**src/rtl/bcc_pkg.sv**
```systemverilog
`timescale 1ns / 1ps
package bcc_pkg;

  localparam int DEF_MAX_VERTICES = 64;
  localparam int DEF_MAX_ENTRIES  = 512;

  localparam int VCOUNT_W = 7;
  localparam int VID_W    = 6;
  localparam int COMP_W   = 8;

  localparam logic [VCOUNT_W-1:0] VCOUNT_RESET = 7'd64;

  typedef enum logic [4:0] {
    ST_IDLE,
    ST_APP_WR,
    ST_APP_LINK,
    ST_SRCH_INIT,
    ST_ROOT,
    ST_OPEN,
    ST_EDGE,
    ST_NBR,
    ST_BACK,
    ST_POP_RET,
    ST_CMP_RD,
    ST_CMP_A,
    ST_CMP_B,
    ST_CMP_FIN,
    ST_FETCH,
    ST_FETCH_OUT
  } state_t;

  typedef enum logic [4:0] {
    OP_TAKE,
    OP_APP_WR,
    OP_APP_LINK,
    OP_SRCH_INIT,
    OP_ROOT,
    OP_OPEN,
    OP_EDGE,
    OP_NBR,
    OP_BACK,
    OP_POP_RET,
    OP_CMP_RD,
    OP_CMP_A,
    OP_CMP_B,
    OP_CMP_FIN,
    OP_FETCH,
    OP_FETCH_OUT
  } op_t;

  typedef struct packed {
    op_t  op;
    logic in_ready;
  } cmd_t;

  typedef struct packed {
    logic in_fire;
    logic in_func;
    logic out_busy;
    logic out_phase;
    logic app_ok;
    logic root_done;
    logic root_visited;
    logic edge_none;
    logic sp_last;
    logic nbr_skip;
    logic nbr_visited;
    logic pop_comp;
    logic stack_empty;
    logic cmp_stop;
    logic res_empty;
  } stat_t;

endpackage

```
**src/rtl/bcc_ctrl.sv**
```systemverilog
`timescale 1ns / 1ps
module bcc_ctrl (
  input  logic           clk,
  input  logic           rst_n,
  input  bcc_pkg::stat_t st,
  output bcc_pkg::cmd_t  cmd
);

  bcc_pkg::state_t state_r, state_nxt;

  always_ff @(posedge clk) begin
    if (!rst_n) begin
      state_r <= bcc_pkg::ST_IDLE;
    end else begin
      state_r <= state_nxt;
    end
  end

  always_comb begin
    state_nxt = state_r;
    unique case (state_r)
      bcc_pkg::ST_IDLE: begin
        if (st.in_fire) begin
          if (st.in_func) begin
            state_nxt = st.out_phase ? bcc_pkg::ST_FETCH : bcc_pkg::ST_SRCH_INIT;
          end else begin
            // appends are ignored while results are pending
            state_nxt = st.out_phase ? bcc_pkg::ST_IDLE : bcc_pkg::ST_APP_WR;
          end
        end
      end
      bcc_pkg::ST_APP_WR:    state_nxt = st.app_ok ? bcc_pkg::ST_APP_LINK : bcc_pkg::ST_IDLE;
      bcc_pkg::ST_APP_LINK:  state_nxt = bcc_pkg::ST_IDLE;
      bcc_pkg::ST_SRCH_INIT: state_nxt = bcc_pkg::ST_ROOT;
      bcc_pkg::ST_ROOT: begin
        priority if (st.root_done) begin
          state_nxt = bcc_pkg::ST_FETCH;
        end else if (st.root_visited) begin
          state_nxt = bcc_pkg::ST_ROOT;
        end else begin
          state_nxt = bcc_pkg::ST_OPEN;
        end
      end
      bcc_pkg::ST_OPEN: state_nxt = bcc_pkg::ST_EDGE;
      bcc_pkg::ST_EDGE: begin
        priority if (!st.edge_none) begin
          state_nxt = bcc_pkg::ST_NBR;
        end else if (st.sp_last) begin
          state_nxt = bcc_pkg::ST_ROOT;
        end else begin
          state_nxt = bcc_pkg::ST_POP_RET;
        end
      end
      bcc_pkg::ST_NBR: begin
        priority if (st.nbr_skip) begin
          state_nxt = bcc_pkg::ST_EDGE;
        end else if (st.nbr_visited) begin
          state_nxt = bcc_pkg::ST_BACK;
        end else begin
          state_nxt = bcc_pkg::ST_OPEN;
        end
      end
      bcc_pkg::ST_BACK:    state_nxt = bcc_pkg::ST_EDGE;
      bcc_pkg::ST_POP_RET: state_nxt = st.pop_comp ? bcc_pkg::ST_CMP_RD : bcc_pkg::ST_EDGE;
      bcc_pkg::ST_CMP_RD:  state_nxt = st.stack_empty ? bcc_pkg::ST_CMP_FIN : bcc_pkg::ST_CMP_A;
      bcc_pkg::ST_CMP_A:   state_nxt = bcc_pkg::ST_CMP_B;
      bcc_pkg::ST_CMP_B:   state_nxt = st.cmp_stop ? bcc_pkg::ST_CMP_FIN : bcc_pkg::ST_CMP_RD;
      bcc_pkg::ST_CMP_FIN: state_nxt = bcc_pkg::ST_EDGE;
      bcc_pkg::ST_FETCH:   state_nxt = st.res_empty ? bcc_pkg::ST_IDLE : bcc_pkg::ST_FETCH_OUT;
      bcc_pkg::ST_FETCH_OUT: state_nxt = bcc_pkg::ST_IDLE;
      default:             state_nxt = bcc_pkg::ST_IDLE;
    endcase
  end

  always_comb begin
    cmd.in_ready = 1'b0;
    cmd.op       = bcc_pkg::OP_TAKE;
    unique case (state_r)
      bcc_pkg::ST_IDLE: begin
        cmd.op       = bcc_pkg::OP_TAKE;
        cmd.in_ready = !st.out_busy;
      end
      bcc_pkg::ST_APP_WR:    cmd.op = bcc_pkg::OP_APP_WR;
      bcc_pkg::ST_APP_LINK:  cmd.op = bcc_pkg::OP_APP_LINK;
      bcc_pkg::ST_SRCH_INIT: cmd.op = bcc_pkg::OP_SRCH_INIT;
      bcc_pkg::ST_ROOT:      cmd.op = bcc_pkg::OP_ROOT;
      bcc_pkg::ST_OPEN:      cmd.op = bcc_pkg::OP_OPEN;
      bcc_pkg::ST_EDGE:      cmd.op = bcc_pkg::OP_EDGE;
      bcc_pkg::ST_NBR:       cmd.op = bcc_pkg::OP_NBR;
      bcc_pkg::ST_BACK:      cmd.op = bcc_pkg::OP_BACK;
      bcc_pkg::ST_POP_RET:   cmd.op = bcc_pkg::OP_POP_RET;
      bcc_pkg::ST_CMP_RD:    cmd.op = bcc_pkg::OP_CMP_RD;
      bcc_pkg::ST_CMP_A:     cmd.op = bcc_pkg::OP_CMP_A;
      bcc_pkg::ST_CMP_B:     cmd.op = bcc_pkg::OP_CMP_B;
      bcc_pkg::ST_CMP_FIN:   cmd.op = bcc_pkg::OP_CMP_FIN;
      bcc_pkg::ST_FETCH:     cmd.op = bcc_pkg::OP_FETCH;
      bcc_pkg::ST_FETCH_OUT: cmd.op = bcc_pkg::OP_FETCH_OUT;
      default:               cmd.op = bcc_pkg::OP_TAKE;
    endcase
  end

  // a pending result blocks new requests
  a_no_take_busy: assert property (@(posedge clk) disable iff (!rst_n)
    st.out_busy |-> !cmd.in_ready)
    else $error("request taken while result pending");

  a_search_ends_fetch: assert property (@(posedge clk) disable iff (!rst_n)
    (state_r == bcc_pkg::ST_ROOT && st.root_done) |=> state_r == bcc_pkg::ST_FETCH)
    else $error("search end did not lead to fetch");

  a_cmp_leaves_stack: assert property (@(posedge clk) disable iff (!rst_n)
    (state_r == bcc_pkg::ST_CMP_FIN) |=> state_r == bcc_pkg::ST_EDGE)
    else $error("component pop did not resume search");

endmodule

```
**config.mk**
```make
export PLATFORM = sky130hd
export DESIGN_NAME = bcc_ctrl
export DESIGN_NICKNAME = d
export VERILOG_FILES = /design/src/rtl/bcc_pkg.sv /design/src/rtl/bcc_ctrl.sv
export SDC_FILE = /design/constraint.sdc
export NUM_CORES = 1
export LEC_CHECK = 0
export BUFFER_PORTS_ARGS = -buffer_cell sky130_fd_sc_hd__buf_2
export CAP_MARGIN = 20
export CORE_AREA = 2 2 40 42
export DETAILED_ROUTE_END_ITERATION = 10
export DIE_AREA = 0 0 42 44
export PLACE_DENSITY = 0.67
export SYNTH_ARGS = -nofsm -noshare
export SYNTH_HDL_FRONTEND = slang
export SYNTH_SLANG_ARGS = --single-unit
```
**constraint.sdc**
```tcl
create_clock -name clk -period 1.2 [get_ports clk]
set_input_delay 0.06 -clock clk [delete_from_list [all_inputs] [get_ports clk]]
set_output_delay 0.06 -clock clk [all_outputs]
set_load 0.005 [all_outputs]
```
# Word-level counts from Yosys, hierarchy flattened
# Cells that the tools add are included.
[totals]
register_bits = 5
[op_classes]
mux = 18
n_eq_ne = 16
reduce_logical = 3
[op_table]
columns = ["cell", "count"]
rows = [
  ["one-hot mux 4 bit (15 select lines)", 1],
  ["one-hot mux 5 bit (12 select lines)", 1],
  ["equality test 5 x 4 -> 1 bit (second input constant)", 8],
  ["2-to-1 mux 4 bit", 9],
  ["equality test 5 x 3 -> 1 bit (second input constant)", 4],
  ["equality test 5 x 2 -> 1 bit (second input constant)", 2],
  ["2-to-1 mux 3 bit", 2],
  ["equality test 5 x 1 -> 1 bit (second input constant)", 1],
  ["zero test 5 bit", 1],
  ["2-to-1 mux 5 bit", 1],
  ["2-to-1 mux 1 bit", 3],
  ["OR reduction 3 bit", 1],
  ["2-to-1 mux 2 bit", 1],
  ["!= test 2 bit (second input constant)", 1],
  ["zero test 1 bit", 1],
]

# Logic depth before layout (Yosys ltp)
[logic_depth]
word_depth = 4
ltp_mapped = 6

# Worst setup path before layout
# OpenSTA, ideal clock, no wires.
[synth_timing]
path_kind = "register -> register"
from = "register state_r[2]"
to = "register state_r[1]"
synth_period_minus_slack_ps = 1215
stages_incl_launch_ff = 7
arrival_ps = 1089
slack_ps = -15
setup_time_ps = 125
required_ps = 1075
cell_sequence = "dfxtp_1 buf_6 mux2_4 nand3_1 a21oi_1 a221oi_2 a21oi_1"
[synth_between]
elab_chain_cells = 3
elab_cells_between_ends = 17
[synth_lines]
columns = ["item", "line", "text"]
rows = [
  ["from (decl)", "bcc_ctrl.sv:9", "bcc_pkg::state_t state_r, state_nxt;"],
  ["from (signal assigned)", "bcc_ctrl.sv:13", "state_r <= bcc_pkg::ST_IDLE;"],
  ["from (signal assigned)", "bcc_ctrl.sv:15", "state_r <= state_nxt;"],
  ["equality test 5 x 4 -> 1 bit / equality test 5 x 3 -> 1 bit (equally long branches)", "bcc_ctrl.sv:21", "unique case (state_r)"],
  ["OR reduction 3 bit (no source line)", "n/a", ""],
  ["one-hot mux 5 bit (12 select lines)", "bcc_ctrl.sv:21", ""],
]
# Several ways; a longest one is shown, not always the timed one.
# A chain may end at the register's enable or synchronous reset.

# Final worst setup path
# Same ends and word-level chain as after synthesis.

==> results.cfg <==
[yosys]
synth.distinct_cells = 37
syn-instance-count = 76
syn_avg_cell_area_sq_um = 7.28
yosysSeqAreaShare = 0.145
yosys_warnings = 0
synth_seq_cells = 4
syn_area_sq_um = 553
synth_nets = 93

[timing]
rsz0062_at_grt = yes
min_period_ns = 1.38
setup_slack_ns = -0.175
fin_crit_sh = 1.15
fmax_mhz = 727
maxSlewViolCount = 0
hold_violations = 0
finalSetupTns_ns = -0.374
setup_viol = 5
fin_skew_ns = 0.0102

[worst_setup_path]
max_stage_delay_ns = 0.35
path_cells = buf_4 -> mux2_4 -> nand3_2 -> a21oi_2 -> a221oi_2 -> a21oi_1
start_kind = flop
slowest_stage = dfxtp_4
critPathKind = flop to flop
crit_required_ns = 1.31
r2r_setup_slack_ns = -0.18
cp_max_fo = 6
arrival_ns = 1.49
worstSetupEndpointType = flop
path_buf_inv = 1
critPathTopFamily = compound AO/OA/AOI/OAI gates

[grt]
grt_pass1_wl_um = 2590
gr-usage-met3 = 0.0292
grt.overflow.total = 0
grt.met2_usage = 0.322
grt_busiest_layer = met2
grt_pass1_vias = 620
antenna_found_initial = 0
gr-usage-met1 = 0.229
grt_max_degree = 11
grt_usage = 0.183

[place]
gp_congestion = 0.879
dp_hpwl_um = 1200
port-buffer-count = 21
post-place-ws_ns = -0.137
post-place-cells = 117

[drt]
drt_wl_total_um = 1830
firstDrtPassIters = 4
vias = 720
drc = 0
ant_nets = 0
wl_per_cell_um = 14.6
drt_iter0_markers = 26
avgViaCountPerCell = 5.71

[die]
initial_core_util = 0.390
die_h_um = 44
die_w_um = 42
die-area_sq_mm = 0.00185
num_rows = 14
pin_count = 23
coreArea_sq_mm = 0.00142

[clocking]
clk_path_buf_depth = 2
clock_latency_ns = 0.25
cts_tree = built
cts_buffers = 3
cts.sinks = 4
cts_htree_levels = 1
cts_hold_buf = 0
clock-root-buffer = clkbuf_4
cts.clk_slew.worst_paths_ns = 0.04

[finish]
fin_util = 0.610
multiInputGateArea_sq_um = 427
area_growth_pct = 56.6
diodes = 0
largest_reg_flops = 4
drive_above_1_share = 0.591
ff_latch_area_sq_um = 92.6
regMostFlops = state_r
fillers = 130
final_cells = 126
fin_nets = 129
top_regs = state_r x4

[power]
p_leak_uw = 0.000397
powerDensity_mw_per_mm2 = 1700
peakVddDrop_uv = 831

[hold_path]
hold_class = input pin to flop

[outcome]
failed_checks = negative setup slack
status = finished, violations left

[run]
maxCapViolations = 0
-- logic make-up after synthesis --
group / synth area share
and+or+nand+nor: 0.330
other: 0.00678
DFF: 0.145
muxes: 0.0452
buffers and inverters: 0.183
AOI/OAI and AO/OA: 0.290
-- repair_timing --
action	CTS	global route
endpoints found under the setup margin	5	5
buffers inserted	2	5
pin swaps	3	15
resized for setup	13	15
-- layer usage --
layer  share of wire  vias up
li1                -      346
met1            0.42      340
met2            0.50       30
met3           0.065        4
met4           0.015        0
met5               0        -
-- area by class of cell --
| cell class | count | share of cell area |
|---|---|---|
| multi-input combinational | 57 | 0.493 |
| timing repair buffer | 43 | 0.338 |
| sequential | 4 | 0.107 |
| clock buffer | 3 | 0.0260 |
| tap | 16 | 0.0231 |
| inverter | 3 | 0.0130 |
-- power breakdown --
| group | switching [uW] | internal (uW) |
|---|---|---|
| logic | 481 | 575 |
| registers | 56.2 | 183 |
| clock network | 64.6 | 113 |
| total | 602 | 870 |
-- worst register-to-register path, stage by stage (launching register included) --
cell      delay, ns
dfxtp_4        0.35
buf_4          0.13
mux2_4         0.30
nand3_2        0.09
a21oi_2        0.07
a221oi_2       0.20
a21oi_1        0.11
-- cell usage in the layout (no fill, tap or decap), types with 2 or more instances in the layout --
cell       n
a21oi_1    3
nand2b_1   2
nand3_1    4
nor4_2     2
o21ai_1    3
clkbuf_4   3
nor3_4     2
a31oi_1    3
o22ai_1    2
nand2_1    6
a21oi_2    2
buf_4     16
dfxtp_4    3
nor2b_1    5
nand3_2    2
buf_6      6
buf_2     21
inv_1      2
-- final timing paths --
kind	start	to	cells after the start
max	state_r[2]$_SDFFE_PN0P_	state_r[1]$_SDFFE_PN0P_	6
min	st[11]	state_r[0]$_SDFFE_PN0P_	3
max reg2reg	state_r[2]$_SDFFE_PN0P_	state_r[1]$_SDFFE_PN0P_	6
min reg2reg	state_r[0]$_SDFFE_PN0P_	state_r[0]$_SDFFE_PN0P_	3
-- cell usage after synthesis (all sizes together) --
library cell | count | area share
a2111o | 1 | 0.020
a21o | 1 | 0.014
a21oi | 5 | 0.045
a221oi | 1 | 0.027
a22o | 1 | 0.016
a31oi | 4 | 0.045
a32o | 1 | 0.018
a32oi | 1 | 0.016
and4bb | 1 | 0.023
buf | 9 | 0.13
clkbuf | 2 | 0.014
conb | 1 | 0.0068
dfxtp | 4 | 0.14
dlygate4sd3 | 1 | 0.018
inv | 3 | 0.020
mux2 | 1 | 0.027
mux2i | 1 | 0.018
nand2 | 6 | 0.041
nand2b | 2 | 0.023
nand3 | 6 | 0.063
nand4 | 1 | 0.011
nand4b | 1 | 0.016
nor2 | 2 | 0.014
nor2b | 5 | 0.057
nor3 | 3 | 0.036
nor3b | 1 | 0.014
nor4 | 2 | 0.023
o2111ai | 1 | 0.016
o21ai | 4 | 0.036
o22ai | 2 | 0.023
o31ai | 1 | 0.014
or2 | 1 | 0.011
-- per-stage QoR --
stage / hold WS (ns) / cell area [sq um] / power [uW]
2_1_floorplan: 0.154 / 554 / 740
3_3_place_gp: 0.339 / 709 / 974
3_5_place_dp: 0.345 / 709 / 986
4_1_cts: 0.0941 / 766 / 1240
5_1_grt: 0.107 / 866 / 1560
6_report: 0.100 / 866 / 1470
Note: power is estimated with default switching activity, not from simulation.
